--- src/rtl/descriptor_slot_table_assert.svh ---
// Assertion macros for the descriptor slot table.
// Included by files that check their own logic; needs nothing else.
`ifndef DESCRIPTOR_SLOT_TABLE_ASSERT_SVH
`define DESCRIPTOR_SLOT_TABLE_ASSERT_SVH

// Implication checked at every rising edge outside reset.
`define DST_ASSERT_IMPL(lbl, clk_s, rst_s, ante, cons) \
	lbl: assert property (@(posedge clk_s) disable iff (!rst_s) (ante) |-> (cons)) \
		else $error("descriptor_slot_table: check failed");

// Condition that holds at every rising edge outside reset.
`define DST_ASSERT_ALWAYS(lbl, clk_s, rst_s, cond) \
	`DST_ASSERT_IMPL(lbl, clk_s, rst_s, 1'b1, cond)

`endif

--- src/rtl/dst_pkg.sv ---
// Shared types, codes and constants of the descriptor slot table.
// Depends on nothing; used by the interfaces, the RAM and the top level.
package dst_pkg;

	localparam int TABLE_DEPTH_DEF = 64;
	localparam int HANDLE_BITS_DEF = 16;

	localparam int OP_W       = 3;
	localparam int SLOT_NUM_W = 8;
	localparam int FH_W       = 16;
	localparam int STATUS_W   = 2;
	localparam int SLOT_OUT_W = 6;
	localparam int HOUT_W     = 16;
	localparam int REF_W      = 2;

	typedef enum logic [OP_W-1:0] {
		OP_ALLOC   = 3'd0,
		OP_GET     = 3'd1,
		OP_CLOSE   = 3'd2,
		OP_DUP     = 3'd3,
		OP_DESTROY = 3'd4
	} op_t;

	typedef enum logic [STATUS_W-1:0] {
		STAT_OK         = 2'd0,
		STAT_FULL       = 2'd1,
		STAT_BAD_HANDLE = 2'd2,
		STAT_NOT_OPEN   = 2'd3
	} status_t;

	typedef enum logic [REF_W-1:0] {
		REF_NONE = 2'd0,
		REF_ADD  = 2'd1,
		REF_DROP = 2'd2
	} ref_t;

	typedef enum logic [2:0] {
		S_CLEAR,
		S_IDLE,
		S_LOOK,
		S_SCAN,
		S_FLUSH
	} state_t;

	typedef struct packed {
		status_t                 status;
		logic [SLOT_OUT_W-1:0]   slot;
		logic [HOUT_W-1:0]       handle;
		ref_t                    ref_action;
	} res_t;

	function automatic res_t mk_res(status_t s, logic [SLOT_OUT_W-1:0] sl,
		logic [HOUT_W-1:0] h, ref_t r);
		res_t v;
		v.status     = s;
		v.slot       = sl;
		v.handle     = h;
		v.ref_action = r;
		return v;
	endfunction

endpackage

--- src/rtl/dst_cmd_if.sv ---
// Command channel of the descriptor slot table: valid, ready and one request word.
// Depends on dst_pkg for the field widths.
interface dst_cmd_if;
	logic                            valid;
	logic                            ready;
	logic [dst_pkg::OP_W-1:0]        operation;
	logic [dst_pkg::SLOT_NUM_W-1:0]  slot_number;
	logic [dst_pkg::FH_W-1:0]        file_handle;

	modport source (output valid, operation, slot_number, file_handle, input ready);
	modport sink (input valid, operation, slot_number, file_handle, output ready);
endinterface

--- src/rtl/dst_rsp_if.sv ---
// Response channel of the descriptor slot table: valid, ready and one result word.
// Depends on dst_pkg for the field widths.
interface dst_rsp_if;
	logic                            valid;
	logic                            ready;
	logic [dst_pkg::STATUS_W-1:0]    status;
	logic [dst_pkg::SLOT_OUT_W-1:0]  slot_out;
	logic [dst_pkg::HOUT_W-1:0]      handle_out;
	logic [dst_pkg::REF_W-1:0]       ref_action;
	logic                            last;

	modport source (output valid, status, slot_out, handle_out, ref_action, last,
		input ready);
	modport sink (input valid, status, slot_out, handle_out, ref_action, last,
		output ready);
endinterface

--- src/rtl/dst_ram.sv ---
// Generic single-write, single-read RAM with a registered read port.
// Depends on dst_pkg for default sizes only.
module dst_ram #(
	parameter int WIDTH = dst_pkg::HANDLE_BITS_DEF,
	parameter int DEPTH = dst_pkg::TABLE_DEPTH_DEF
) (
	input  logic                     clk,
	input  logic                     we,
	input  logic [$clog2(DEPTH)-1:0] waddr,
	input  logic [WIDTH-1:0]         wdata,
	input  logic [$clog2(DEPTH)-1:0] raddr,
	output logic [WIDTH-1:0]         rdata
);

	logic [WIDTH-1:0] mem_q [DEPTH];

	always_ff @(posedge clk) begin
		if (we) begin
			mem_q[waddr] <= wdata;
		end
		rdata <= mem_q[raddr];
	end

endmodule

--- src/rtl/descriptor_slot_table.sv ---
// Descriptor slot table: slots of file handles kept in one synchronous RAM.
// Depends on dst_pkg, dst_cmd_if, dst_rsp_if, dst_ram and the assertion header.
//
// Usage: one request word enters on cmd (operation, slot_number, file_handle);
// result words leave on rsp, the final one of each request flagged by last.
// Alloc, get, close and dup give one word; destroy gives one word per occupied
// slot, or none for an empty table; unknown operations give nothing.
// Get, close and dup of an in-range slot read it in a lookup state before the
// result is formed; an out-of-range slot or a null alloc handle skips the RAM.
// Alloc and dup walk the RAM from slot zero, one read per cycle, until a free
// slot or the end of the table. Destroy walks every slot; each time a slot's
// word finds the output register still full, the walk waits for it and rereads
// that slot. One request is worked on at a time; cmd.ready rises again as soon
// as the last result sits in the output register.
// After reset the RAM is swept to zero with cmd.ready low.
// A stalled receiver holds the output register; a destroy then pauses its walk
// and rereads the slot it stopped at once the output frees.
module descriptor_slot_table #(
	parameter int TABLE_DEPTH = dst_pkg::TABLE_DEPTH_DEF,
	parameter int HANDLE_BITS = dst_pkg::HANDLE_BITS_DEF
) (
	input logic        clk,
	input logic        arst_n,
	dst_cmd_if.sink    cmd,
	dst_rsp_if.source  rsp
);

	localparam int SLOT_W = $clog2(TABLE_DEPTH);
	localparam int CNT_W  = SLOT_W + 1;
	localparam logic [SLOT_W-1:0] LAST_IDX  = SLOT_W'(TABLE_DEPTH - 1);
	localparam logic [CNT_W-1:0]  DEPTH_CNT = CNT_W'(TABLE_DEPTH);

	dst_pkg::state_t state_q, state_d;
	dst_pkg::op_t    op_q, op_d;
	dst_pkg::op_t    cmd_op;

	logic [CNT_W-1:0]       cnt_q, cnt_d;
	logic                   chk_vld_s1, chk_vld_d;
	logic [SLOT_W-1:0]      chk_idx_s1, chk_idx_d;
	logic [HANDLE_BITS-1:0] hold_q, hold_d;
	logic [SLOT_W-1:0]      slot_q, slot_d;

	dst_pkg::res_t pend_q, pend_d;
	logic          pend_vld_q, pend_vld_d;
	dst_pkg::res_t out_q, out_d;
	logic          out_last_q, out_last_d;
	logic          out_vld_q, out_vld_d;
	logic          out_free, out_load;

	logic                   mem_we;
	logic [SLOT_W-1:0]      mem_waddr, mem_raddr;
	logic [HANDLE_BITS-1:0] mem_wdata, mem_rdata;

	logic [HANDLE_BITS-1:0]          cmd_h;
	logic [SLOT_W-1:0]               cmd_idx;
	logic                            cmd_in_range;
	logic                            cmd_rdy;
	logic                            rd_zero;
	logic [dst_pkg::HOUT_W-1:0]      rd_h16, hold_h16;
	logic [dst_pkg::SLOT_OUT_W-1:0]  chk_slot6, slot_slot6;

	dst_ram #(
		.WIDTH (HANDLE_BITS),
		.DEPTH (TABLE_DEPTH)
	) u_slots (
		.clk   (clk),
		.we    (mem_we),
		.waddr (mem_waddr),
		.wdata (mem_wdata),
		.raddr (mem_raddr),
		.rdata (mem_rdata)
	);

	assign cmd_op       = dst_pkg::op_t'(cmd.operation);
	assign cmd_h        = HANDLE_BITS'(cmd.file_handle);
	assign cmd_idx      = SLOT_W'(cmd.slot_number);
	assign cmd_in_range = 32'(cmd.slot_number) < TABLE_DEPTH;
	assign rd_zero      = (mem_rdata == '0);
	assign rd_h16       = dst_pkg::HOUT_W'(mem_rdata);
	assign hold_h16     = dst_pkg::HOUT_W'(hold_q);
	assign chk_slot6    = dst_pkg::SLOT_OUT_W'(chk_idx_s1);
	assign slot_slot6   = dst_pkg::SLOT_OUT_W'(slot_q);
	assign out_free     = !out_vld_q || rsp.ready;

	always_comb begin
		state_d    = state_q;
		op_d       = op_q;
		cnt_d      = cnt_q;
		chk_vld_d  = 1'b0;
		chk_idx_d  = chk_idx_s1;
		hold_d     = hold_q;
		slot_d     = slot_q;
		pend_d     = pend_q;
		pend_vld_d = pend_vld_q;
		out_load   = 1'b0;
		out_d      = out_q;
		out_last_d = out_last_q;
		mem_we     = 1'b0;
		mem_waddr  = chk_idx_s1;
		mem_wdata  = '0;
		mem_raddr  = cnt_q[SLOT_W-1:0];
		cmd_rdy    = 1'b0;

		unique case (state_q)
			dst_pkg::S_CLEAR: begin
				mem_we    = 1'b1;
				mem_waddr = cnt_q[SLOT_W-1:0];
				if (cnt_q[SLOT_W-1:0] == LAST_IDX) begin
					cnt_d   = '0;
					state_d = dst_pkg::S_IDLE;
				end else begin
					cnt_d = cnt_q + 1'b1;
				end
			end
			dst_pkg::S_IDLE: begin
				cmd_rdy   = 1'b1;
				mem_raddr = cmd_idx;
				if (cmd.valid) begin
					op_d   = cmd_op;
					hold_d = cmd_h;
					slot_d = cmd_idx;
					cnt_d  = '0;
					unique case (cmd_op) inside
						dst_pkg::OP_ALLOC: begin
							if (cmd_h == '0) begin
								pend_d = dst_pkg::mk_res(dst_pkg::STAT_BAD_HANDLE, '0, '0,
									dst_pkg::REF_NONE);
								pend_vld_d = 1'b1;
								state_d    = dst_pkg::S_FLUSH;
							end else begin
								state_d = dst_pkg::S_SCAN;
							end
						end
						dst_pkg::OP_GET, dst_pkg::OP_CLOSE, dst_pkg::OP_DUP: begin
							if (!cmd_in_range) begin
								pend_d = dst_pkg::mk_res(dst_pkg::STAT_NOT_OPEN, '0, '0,
									dst_pkg::REF_NONE);
								pend_vld_d = 1'b1;
								state_d    = dst_pkg::S_FLUSH;
							end else begin
								state_d = dst_pkg::S_LOOK;
							end
						end
						dst_pkg::OP_DESTROY: begin
							state_d = dst_pkg::S_SCAN;
						end
						default: begin
						end
					endcase
				end
			end
			dst_pkg::S_LOOK: begin
				if (rd_zero) begin
					pend_d = dst_pkg::mk_res(dst_pkg::STAT_NOT_OPEN, '0, '0,
						dst_pkg::REF_NONE);
					pend_vld_d = 1'b1;
					state_d    = dst_pkg::S_FLUSH;
				end else begin
					case (op_q)
						dst_pkg::OP_GET: begin
							pend_d = dst_pkg::mk_res(dst_pkg::STAT_OK, slot_slot6, rd_h16,
								dst_pkg::REF_NONE);
							pend_vld_d = 1'b1;
							state_d    = dst_pkg::S_FLUSH;
						end
						dst_pkg::OP_CLOSE: begin
							mem_we    = 1'b1;
							mem_waddr = slot_q;
							pend_d = dst_pkg::mk_res(dst_pkg::STAT_OK, slot_slot6, rd_h16,
								dst_pkg::REF_DROP);
							pend_vld_d = 1'b1;
							state_d    = dst_pkg::S_FLUSH;
						end
						default: begin
							hold_d  = mem_rdata;
							state_d = dst_pkg::S_SCAN;
						end
					endcase
				end
			end
			dst_pkg::S_SCAN: begin
				if (cnt_q < DEPTH_CNT) begin
					chk_vld_d = 1'b1;
					chk_idx_d = cnt_q[SLOT_W-1:0];
					cnt_d     = cnt_q + 1'b1;
				end
				if (chk_vld_s1) begin
					if (op_q == dst_pkg::OP_DESTROY) begin
						if (!rd_zero) begin
							if (pend_vld_q && !out_free) begin
								// Output is busy: reread this slot once it frees.
								cnt_d     = {1'b0, chk_idx_s1};
								chk_vld_d = 1'b0;
							end else begin
								mem_we = 1'b1;
								if (pend_vld_q) begin
									out_load   = 1'b1;
									out_d      = pend_q;
									out_last_d = 1'b0;
								end
								pend_d = dst_pkg::mk_res(dst_pkg::STAT_OK, chk_slot6, rd_h16,
									dst_pkg::REF_DROP);
								pend_vld_d = 1'b1;
								if (chk_idx_s1 == LAST_IDX) begin
									state_d = dst_pkg::S_FLUSH;
								end
							end
						end else if (chk_idx_s1 == LAST_IDX) begin
							state_d = dst_pkg::S_FLUSH;
						end
					end else begin
						if (rd_zero) begin
							mem_we    = 1'b1;
							mem_wdata = hold_q;
							pend_d = dst_pkg::mk_res(dst_pkg::STAT_OK, chk_slot6, hold_h16,
								dst_pkg::ref_t'((op_q == dst_pkg::OP_DUP) ? dst_pkg::REF_ADD
									: dst_pkg::REF_NONE));
							pend_vld_d = 1'b1;
							state_d    = dst_pkg::S_FLUSH;
						end else if (chk_idx_s1 == LAST_IDX) begin
							pend_d = dst_pkg::mk_res(dst_pkg::STAT_FULL, '0, '0,
								dst_pkg::REF_NONE);
							pend_vld_d = 1'b1;
							state_d    = dst_pkg::S_FLUSH;
						end
					end
				end
			end
			dst_pkg::S_FLUSH: begin
				if (pend_vld_q) begin
					if (out_free) begin
						out_load   = 1'b1;
						out_d      = pend_q;
						out_last_d = 1'b1;
						pend_vld_d = 1'b0;
						state_d    = dst_pkg::S_IDLE;
					end
				end else begin
					state_d = dst_pkg::S_IDLE;
				end
			end
			default: begin
				state_d = dst_pkg::S_IDLE;
			end
		endcase
	end

	always_comb begin
		if (out_load) begin
			out_vld_d = 1'b1;
		end else if (rsp.ready) begin
			out_vld_d = 1'b0;
		end else begin
			out_vld_d = out_vld_q;
		end
	end

	always_ff @(posedge clk or negedge arst_n) begin
		if (!arst_n) begin
			state_q    <= dst_pkg::S_CLEAR;
			cnt_q      <= '0;
			chk_vld_s1 <= 1'b0;
			pend_vld_q <= 1'b0;
			out_vld_q  <= 1'b0;
		end else begin
			state_q    <= state_d;
			cnt_q      <= cnt_d;
			chk_vld_s1 <= chk_vld_d;
			pend_vld_q <= pend_vld_d;
			out_vld_q  <= out_vld_d;
		end
	end

	always_ff @(posedge clk) begin
		op_q       <= op_d;
		hold_q     <= hold_d;
		slot_q     <= slot_d;
		chk_idx_s1 <= chk_idx_d;
		pend_q     <= pend_d;
		out_q      <= out_d;
		out_last_q <= out_last_d;
	end

	assign cmd.ready      = cmd_rdy;
	assign rsp.valid      = out_vld_q;
	assign rsp.status     = out_q.status;
	assign rsp.slot_out   = out_q.slot;
	assign rsp.handle_out = out_q.handle;
	assign rsp.ref_action = out_q.ref_action;
	assign rsp.last       = out_last_q;

`include "descriptor_slot_table_assert.svh"

	`DST_ASSERT_IMPL(a_load_into_free_out, clk, arst_n, out_load, !out_vld_q || rsp.ready)
	`DST_ASSERT_IMPL(a_idle_no_pending, clk, arst_n, state_q == dst_pkg::S_IDLE, !pend_vld_q)
	`DST_ASSERT_ALWAYS(a_cnt_in_range, clk, arst_n, cnt_q <= DEPTH_CNT)

endmodule

--- src/flat_wrapper.sv ---
// flat-port wrapper written by rule: the top's interface ports become plain ports
module descriptor_slot_table_flat 
#(
	parameter int TABLE_DEPTH = dst_pkg::TABLE_DEPTH_DEF,
	parameter int HANDLE_BITS = dst_pkg::HANDLE_BITS_DEF
)
  (clk, arst_n, cmd_valid, cmd_operation, cmd_slot_number, cmd_file_handle, cmd_ready, rsp_valid, rsp_status, rsp_slot_out, rsp_handle_out, rsp_ref_action, rsp_last, rsp_ready);
  dst_cmd_if cmd_i ();
  dst_rsp_if rsp_i ();
  input logic clk;
  input logic arst_n;
  input wire logic [$bits(cmd_i.valid)-1:0] cmd_valid;
  input wire logic [$bits(cmd_i.operation)-1:0] cmd_operation;
  input wire logic [$bits(cmd_i.slot_number)-1:0] cmd_slot_number;
  input wire logic [$bits(cmd_i.file_handle)-1:0] cmd_file_handle;
  output wire logic [$bits(cmd_i.ready)-1:0] cmd_ready;
  output wire logic [$bits(rsp_i.valid)-1:0] rsp_valid;
  output wire logic [$bits(rsp_i.status)-1:0] rsp_status;
  output wire logic [$bits(rsp_i.slot_out)-1:0] rsp_slot_out;
  output wire logic [$bits(rsp_i.handle_out)-1:0] rsp_handle_out;
  output wire logic [$bits(rsp_i.ref_action)-1:0] rsp_ref_action;
  output wire logic [$bits(rsp_i.last)-1:0] rsp_last;
  input wire logic [$bits(rsp_i.ready)-1:0] rsp_ready;
  assign cmd_i.valid = cmd_valid;
  assign cmd_i.operation = cmd_operation;
  assign cmd_i.slot_number = cmd_slot_number;
  assign cmd_i.file_handle = cmd_file_handle;
  assign cmd_ready = cmd_i.ready;
  assign rsp_valid = rsp_i.valid;
  assign rsp_status = rsp_i.status;
  assign rsp_slot_out = rsp_i.slot_out;
  assign rsp_handle_out = rsp_i.handle_out;
  assign rsp_ref_action = rsp_i.ref_action;
  assign rsp_last = rsp_i.last;
  assign rsp_i.ready = rsp_ready;
  descriptor_slot_table #(.TABLE_DEPTH(TABLE_DEPTH), .HANDLE_BITS(HANDLE_BITS)) u_core (.clk(clk), .arst_n(arst_n), .cmd(cmd_i), .rsp(rsp_i));
endmodule
--- config.mk ---
export PLATFORM = sky130hd
export DESIGN_NAME = descriptor_slot_table_flat
export DESIGN_NICKNAME = d
export VERILOG_FILES = /design/src/rtl/dst_pkg.sv /design/src/rtl/dst_cmd_if.sv /design/src/rtl/dst_rsp_if.sv /design/src/rtl/dst_ram.sv /design/src/rtl/descriptor_slot_table.sv /design/src/flat_wrapper.sv
export VERILOG_INCLUDE_DIRS = /design/src /design/src/rtl
export SDC_FILE = /design/constraint.sdc
export NUM_CORES = 1
export LEC_CHECK = 0
export BUFFER_PORTS_ARGS = -buffer_cell sky130_fd_sc_hd__buf_2
export CORE_UTILIZATION = 60
export DETAILED_ROUTE_END_ITERATION = 12
export PLACE_DENSITY_LB_ADDON = 0.2
export SETUP_SLACK_MARGIN = 0.02
export SYNTH_ARGS = -nofsm -noshare
export SYNTH_HDL_FRONTEND = slang
export SYNTH_HIERARCHICAL = 1
export SYNTH_SLANG_ARGS = --single-unit
export TNS_END_PERCENT = 20
--- constraint.sdc ---
create_clock -name clk -period 4.92 [get_ports clk]
set_clock_uncertainty 0.15 [all_clocks]
set_input_delay 0.984 -clock clk [delete_from_list [all_inputs] [get_ports clk]]
set_output_delay 0.984 -clock clk [all_outputs]
set_load 0.02 [all_outputs]
==> impl_results.md, run 1 <==
- Status: finished with violations
- Failing checks: design-rule violations
- Max Fanout on Critical Path: 74
- WL/cell: 30.8 µm
- P_leak: 17.0 nW
- Commonest cells in the netlist: edfxtp_1, mux4_2, nand2_1
- Tot GR Track Use: 29.0%
- Compound-Gate Fraction of Synth Area: 3.87%
- Clock Latency Late Sink: 0.68 ns
- EDFF count, synth: 1,108
- Port bufs: 59
- NetSw: 8.80 mW
- Largest net degree at the start of global routing: 74
- Pre-CTS setup slack: 0.458 ns
- First-pass GRT wire length: 156,000 µm
- Area fraction in and, or, nand and nor cells after synthesis: 4.18%
- Fill cells: 4,564
- Final setup fails: 0
- Post-detail-place hpwl: 66,300 µm
- Final hold vios: 0
- Sw frac: 31.3%
- Fmax: 220 MHz
- Max VDD drop: 0.000373 V
- Synth Area in XOR/XNOR: 0.118%
- Setup ws final: 0.374 ns
- Crit path DAT: 4.91 ns
- Post-layout instance area: 50,300 µm²
- CTS max path bufs: 3
- Top_reg_cell synth: edfxtp_1
- Layout area overhead: 12.5%
- Mapped cell area: 44,700 µm²
- Drt total wl: 107,000 µm
- Final period util: 92.4%
- Main area contributors after synthesis: edfxtp_1, mux4_2, mux2i_1, a22oi_1, nand2_1
- Adder and majority gate portion of the synthesized area: 0.0784%
- Mux cell area share after synthesis: 13.9%
- # rows: 99
- Root Buffer: clkbuf_16
- WHS: 0.0494 ns
- Int Pwr: 19.3 mW
- Clock share of power: 29.9%
- Layout cell share with drive strength beyond 1: 25.7%
- WP data required: 5.29 ns
- FF+latch count, synth: 1,137
- Final #Nets: 2,449
- CTS tree: built
- CP startpoint kind: flip-flop
- Cts bufs inserted: 109
- Core ar.: 73,300 µm²
- Synth top area share: 74.4%
- Initial Util: 61.0%
- Largest family of logic cells by synthesized area: multiplexers
- Clk slew on worst S/H paths: 0.06 ns
- Vias post-DR: 23,100
- Synth Net Count: 2,267
- Remaining Overflow, GRT: 0
- Post-layout min period: 4.55 ns
- Ports: 60
- Die width: 275 µm
- H-tree levels: 3
- Worst-Margin Slew: 1.20 ns
- Combinational power share: 29.6%
- Synth unique cells: 71
- TritonRoute pass-1 iters: 10
- Register area: 33,900 µm²
- Mapped Cells: 2,234
- RSZ-0062 raised after global routing: false
- Die Y: 275 µm
- Synth async-reset ratio: 1.14%
- Power Density: 560 nW/µm²
- WS Path Type: reg2reg
- Max Cap Viol: 0
- Vias per std cell: 6.65
- Post-CTS setup buffer count: 0
- Gpl congestion: 0.950
- Vias in the first global route: 23,000
- Die footprint: 75,600 µm²
- Worst Hold Class: in2async
- CTS Hold Bufs: 0
- CTS sink count: 1,137
- Top-count cell post-synth: edfxtp_1
- Worst R2R Start: u_core/state_q[2]
- Setup TNS: 0 ns
- Post-Syn Area per Cell: 20.0 µm²
- # DRC: 6
- Ys Warns: 6
- Worst slew margin: 20.1%
- Initial antenna violation count: 5
- Seq/Total Area, Yosys: 75.9%
- DR iter-0 viols: 2,987
- Routed Antenna Nets: 0
- CP Launch Point: u_core/state_q[2]
- CTS resizes: 0
- CP endpoint kind: flip-flop
- Seq pwr share: 40.5%
- Cell taking the most area after synthesis: edfxtp_1
- Multi-input logic area: 9990 µm²
- Placed cell areas: 46,700 µm²
- Slew Limit Fails: 0
metrics by stage:
| stage | utilization (%) | power, mW | std cells |
|---|---|---|---|
| 2_1_floorplan | - | 17.1 | 2234 |
| 3_3_place_gp | 63.6 | 19.8 | 3264 |
| 3_5_place_dp | 63.6 | 19.8 | 3264 |
| 4_1_cts | 68.6 | 28.2 | 3469 |
| 5_1_grt | 68.6 | 29.0 | 3469 |
| 6_report | 68.6 | 28.1 | 3474 |
cell families (layout without fill, tap and decap cells):
family,after synthesis,after routing
AND/OR/NAND/NOR,372,372
XOR/XNOR,6,6
buffers and inverters,145,421
multiplexers,340,340
AO/OA/AOI/OAI,231,231
adder cells (fa/ha/maj),3,3
other,0,5
flip-flops,1137,1137
power by group through the flow:
stage	Combinational [mW]	Sequential, mW	Clock (mW)
final	8.33	11.4	8.42
after floorplan	5.68	11.5	0
after global routing	8.70	11.4	8.89
after global placement	8.20	11.6	0
after detailed placement	8.24	11.6	0
after CTS	8.27	11.4	8.51
sequential cells by signal, indices dropped and copies added, names as in the netlist, 2 cells and up:
| name | cells |
|---|---|
| u_core/u_slots/mem_q | 1024 |
| u_core/pend_q | 26 |
| u_core/hold_h16 | 16 |
| u_core/rsp.handle_out | 16 |
| u_core/u_slots/rdata | 16 |
| u_core/cnt_q | 7 |
| u_core/chk_idx_s1 | 6 |
| u_core/rsp.slot_out | 6 |
| u_core/slot_q | 6 |
| u_core/op_q | 3 |
| u_core/state_q | 3 |
| u_core/rsp.ref_action | 2 |
| u_core/rsp.status | 2 |
layout by cell type, fill, tap and decap left out, types with 8 or more instances in the layout:
| cell | netlist | final |
|---|---|---|
| a211o_1 | 10 | 10 |
| a211oi_1 | 11 | 11 |
| a21oi_1 | 23 | 23 |
| a221oi_1 | 21 | 21 |
| a22o_1 | 27 | 27 |
| a22oi_1 | 68 | 68 |
| a311oi_1 | 13 | 13 |
| a31oi_1 | 12 | 12 |
| and3_2 | 0 | 16 |
| and4_1 | 12 | 12 |
| buf_12 | 6 | 9 |
| buf_2 | 33 | 59 |
| buf_4 | 18 | 140 |
| bufinv_16 | 0 | 14 |
| clkbuf_1 | 60 | 30 |
| clkbuf_16 | 0 | 110 |
| clkinv_1 | 0 | 18 |
| clkinv_2 | 0 | 21 |
| dfrtp_1 | 13 | 13 |
| dfxtp_1 | 16 | 16 |
| edfxtp_1 | 1108 | 1108 |
| inv_1 | 8 | 8 |
| mux2_2 | 19 | 16 |
| mux2i_1 | 98 | 98 |
| mux4_2 | 221 | 221 |
| nand2_1 | 100 | 100 |
| nand3_1 | 33 | 33 |
| nor2_1 | 99 | 98 |
| nor2b_1 | 35 | 35 |
| nor4_1 | 13 | 12 |
| o21ai_0 | 20 | 20 |
| or2_2 | 8 | 8 |
worst paths after layout:
path                                                 end  slack (ns)  depth (start not counted)
worst max-delay path            u_core/u_slots/rdata[15]        0.37                          9
worst min-delay path                     u_core/cnt_q[2]        0.05                          1
worst max register to register  u_core/u_slots/rdata[15]        0.37                          9
worst min register to register  u_core/rsp.handle_out[7]        0.27                          0
max in group asynchronous               u_core/rsp.valid        4.31                          1
min in group clk                u_core/rsp.handle_out[7]        0.27                          0
area by class of cell:
| type | instances | share of cell area [%] |
|---|---|---|
| Sequential cell | 1137 | 67.5 |
| Multi-Input combinational cell | 952 | 19.9 |
| Clock buffer | 140 | 5.70 |
| Timing Repair Buffer | 208 | 3.04 |
| Tap cell | 959 | 2.39 |
| Clock inverter | 65 | 1.47 |
| Inverter | 8 | 0.0597 |
| Antenna cell | 5 | 0.0249 |
worst max-delay path: stages (launching register included):
cell and delay [ns]:
dfrtp_1 0.58, nand2b_1 0.32, nor2_1 0.23, buf_4 0.25
mux2_8 0.55, buf_4 0.32, nor2b_1 0.74, a221oi_1 0.17
a221oi_1 0.75, a311oi_1 0.14
metal layers:
metal,global-route usage [%],vias up,wire (µm)
li1,-,9610,-
met2,45.7,1268,51500
met4,10.3,2,3490
met1,40.9,12000,41300
met5,0,-,12
met3,6.09,194,10800
Power figures use the tool's default switching activity.
==> run 2: changes to the inputs <==
--- a/config.mk
+++ b/config.mk
@@ -6,6 +6,7 @@
 export SDC_FILE = /design/constraint.sdc
 export NUM_CORES = 1
 export LEC_CHECK = 0
+export ABC_AREA = 1
 export BUFFER_PORTS_ARGS = -buffer_cell sky130_fd_sc_hd__buf_2
 export CORE_UTILIZATION = 60
 export DETAILED_ROUTE_END_ITERATION = 12
==> run 2 against run 1 <==
  * The flow now finishes without violations
  * Final area increased by 3.5%
  * Synthesized area grew 5.2%
  * Via count up 36%
  * Sequential power down 8%
  * Critical path type unchanged
  * Sequential share of layout area decreased by 2.3 points
  * Clock power down 2%
  * Cell count up 51%
  * Sequential cell count unchanged
  * Clock-buffer cell count decreased by 16
==> impl_results.md, run 2 <==
- Status: finished clean
- Biggest register: u_core/u_slots/mem_q
- Post-layout min period: 4.10 ns
- Fill cells: 5,583
- Post-Syn Area per Cell: 11.6 µm²
- Ports: 60
- Crit path DAT: 4.51 ns
- Max VDD drop: 0.000272 V
- Die Y: 282 µm
- Tot GR Track Use: 30.7%
- Mapped cell area: 47,000 µm²
- TritonRoute pass-1 iters: 7
- Max Fanout on Critical Path: 202
- Cell taking the most area after synthesis: edfxtp_1
- Fin util: 67.1%
- Mapped Cells: 4,065
- Most common cell after layout, fill and taps aside: nand2_1
- Die footprint: 79,500 µm²
- Max incr delay on CP: 0.46 ns
- Post-CTS setup buffer count: 0
- FF+latch count, synth: 1,137
- EDFF count, synth: 1,108
- Layout cell share with drive strength beyond 1: 9.72%
- Routed Antenna Nets: 0
- First-pass GRT wire length: 180,000 µm
- Synth unique cells: 37
- Crit path cell chain: inv_1 > nand2_2 > nor2_4 > nand2_1 > o21ai_4 > inv_16 > buf_12 > buf_4 > nand2_1 > nand3_1 > nand3_1 > nand2_1 > nand2_1 > nand3_1 > nand3_1 > nand2_1
- Largest net degree at the start of global routing: 203
- Layout area overhead: 10.6%
- Seq/Total Area, Yosys: 72.1%
- Most frequent cells in the layout: nand2_1, edfxtp_1, nand3_1
- Commonest cells in the netlist: nand2_1, edfxtp_1, nand3_1
- N_diodes: 0
- Remaining Overflow, GRT: 0
- CTS max path bufs: 3
- Main area contributors after synthesis: edfxtp_1, nand2_1, nand3_1, buf_2, buf_6
- Worst path bufs/invs: 4
- Setup ws final: 0.823 ns
- Core ar.: 77,500 µm²
- Clock Latency Late Sink: 0.68 ns
- Synth async-reset ratio: 1.14%
- CP endpoint kind: flip-flop
- Top-count cell post-synth: nand2_1
- Root Buffer: clkbuf_16
- Post-layout instance area: 52,000 µm²
- Top flop regs: u_core/u_slots/mem_q (1024), u_core/pend_q (26)
- Fmax: 244 MHz
- Pre-CTS setup slack: 1.16 ns
- Cts bufs inserted: 108
- # DRC: 0
- Top_reg_cell synth: edfxtp_1
- Initial Util: 60.7%
- CP startpoint kind: flip-flop
- Max Cap Viol: 0
- Placed cell areas: 48,500 µm²
- Post-detail-place hpwl: 69,300 µm
- CP max stage cell: nor2_4
- P_leak: 18.8 nW
- Power Density: 361 nW/µm²
- RSZ-0062 raised after global routing: false
- Vias in the first global route: 28,900
- Final setup fails: 0
- Gpl congestion: 0.969
- Crit-path leading delay family: simple AND/OR/NAND/NOR gates
- Setup TNS: 0 ns
- Ys Warns: 6
- Final hold vios: 0
- H-tree levels: 3
- Vias per std cell: 5.99
- CTS resizes: 0
- WS Path Type: reg2reg
- DR iter-0 viols: 4,506
- Final period util: 83.3%
- Die width: 282 µm
- WHS: 0.0588 ns
- Most numerous cell on the critical path: nand2_1
- CTS Hold Bufs: 0
- # rows: 102
- Worst Hold Class: in2async
- Clk slew on worst S/H paths: 0.07 ns
- Max FFs per register: 1,024
- Final #Nets: 4,160
- Drt total wl: 121,000 µm
- Worst slew margin: 29.9%
- Initial antenna violation count: 0
- WL/cell: 23.0 µm
- Vias post-DR: 31,500
- Slew Limit Fails: 0
- Worst-Margin Slew: 1.05 ns
- Synth Net Count: 4,098
- CTS tree: built
- WP data required: 5.33 ns
- Synth top area share: 70.7%
- CTS sink count: 1,137
- Port bufs: 59
run 2: cell types whose count changed after synthesis, sizes merged, moves of 23 or more:
cell    change
nor2       +38
clkbuf     -39
mux4      -223
o21ai      +35
inv        +74
a22oi      -68
nor2b      -35
buf       +140
nand3     +894
a22o       -27
mux2i      -98
and3       -23
nand2    +1335
run 2: layer usage:
layer  track usage, %  part of all wire [%]  vias to the layer above
met5                0                     0                        -
met4             11.3                   3.4                        0
met3             5.10                    11                      213
met2             45.9                    45                     1852
met1             45.8                    40                    15100
li1                 -                     -                    14300
run 2: cell families after synthesis:
kind of cell               synth area share, %
and+or+nand+nor                           22.9
DFF                                       72.1
buffers and inverters                     3.97
AOI/OAI and AO/OA                        0.963
adders and majority gates               0.0532
xor gates and xnor gates                0.0186
run 2: area by class of cell:
cell class                 instances  area [µm²]  share of cell area, %
inverter                          83         338                  0.649
multi-input combinational       2607       11400                   22.0
sequential                      1137       33900                   65.2
tap                             1040        1300                   2.50
timing repair buffer             190        1480                   2.84
clock buffer                     124        2830                   5.43
clock inverter                    78         709                   1.36
run 2: worst register-to-register path, stage by stage (launching register included):
cell and delay [ns]:
dfrtp_1 0.44, inv_1 0.15, nand2_2 0.11, nor2_4 0.46
nand2_1 0.20, o21ai_4 0.29, inv_16 0.31, buf_12 0.69
buf_4 0.34, nand2_1 0.07, nand3_1 0.08, nand3_1 0.10
nand2_1 0.09, nand2_1 0.07, nand3_1 0.18, nand3_1 0.21
nand2_1 0.07
run 2: power breakdown:
part | total [mW] | leakage [nW] | switching [mW] | internal (mW)
Clock | 8.28 | 1.74 | 3.49 | 4.79
Sequential | 10.5 | 9.22 | 0.00000000000000000743 | 10.5
Combinational | 0.0378 | 7.84 | 0.0233 | 0.0145
run 2: final timing paths:
| kind | to | depth (start not counted) | slack, ns | startpoint |
|---|---|---|---|---|
| max | u_core/u_slots/rdata[13] | 16 | 0.82 | u_core/state_q[2] |
| min | u_core/cnt_q[4] | 1 | 0.06 | arst_n |
| max reg2reg | u_core/u_slots/rdata[13] | 16 | 0.82 | u_core/state_q[2] |
| min reg2reg | u_core/rsp.status[0] | 0 | 0.27 | u_core/pend_q[24] |
| max in group asynchronous | u_core/cnt_q[1] | 1 | 4.29 | arst_n |
| min in group clk | u_core/rsp.status[0] | 0 | 0.27 | u_core/pend_q[24] |
run 2: through the flow:
stage	total power [mW]	instances
floorplan	10.7	4065
global placement	10.7	5057
detailed placement	10.7	5057
CTS	18.9	5259
global route	19.2	5259
finish	18.8	5259
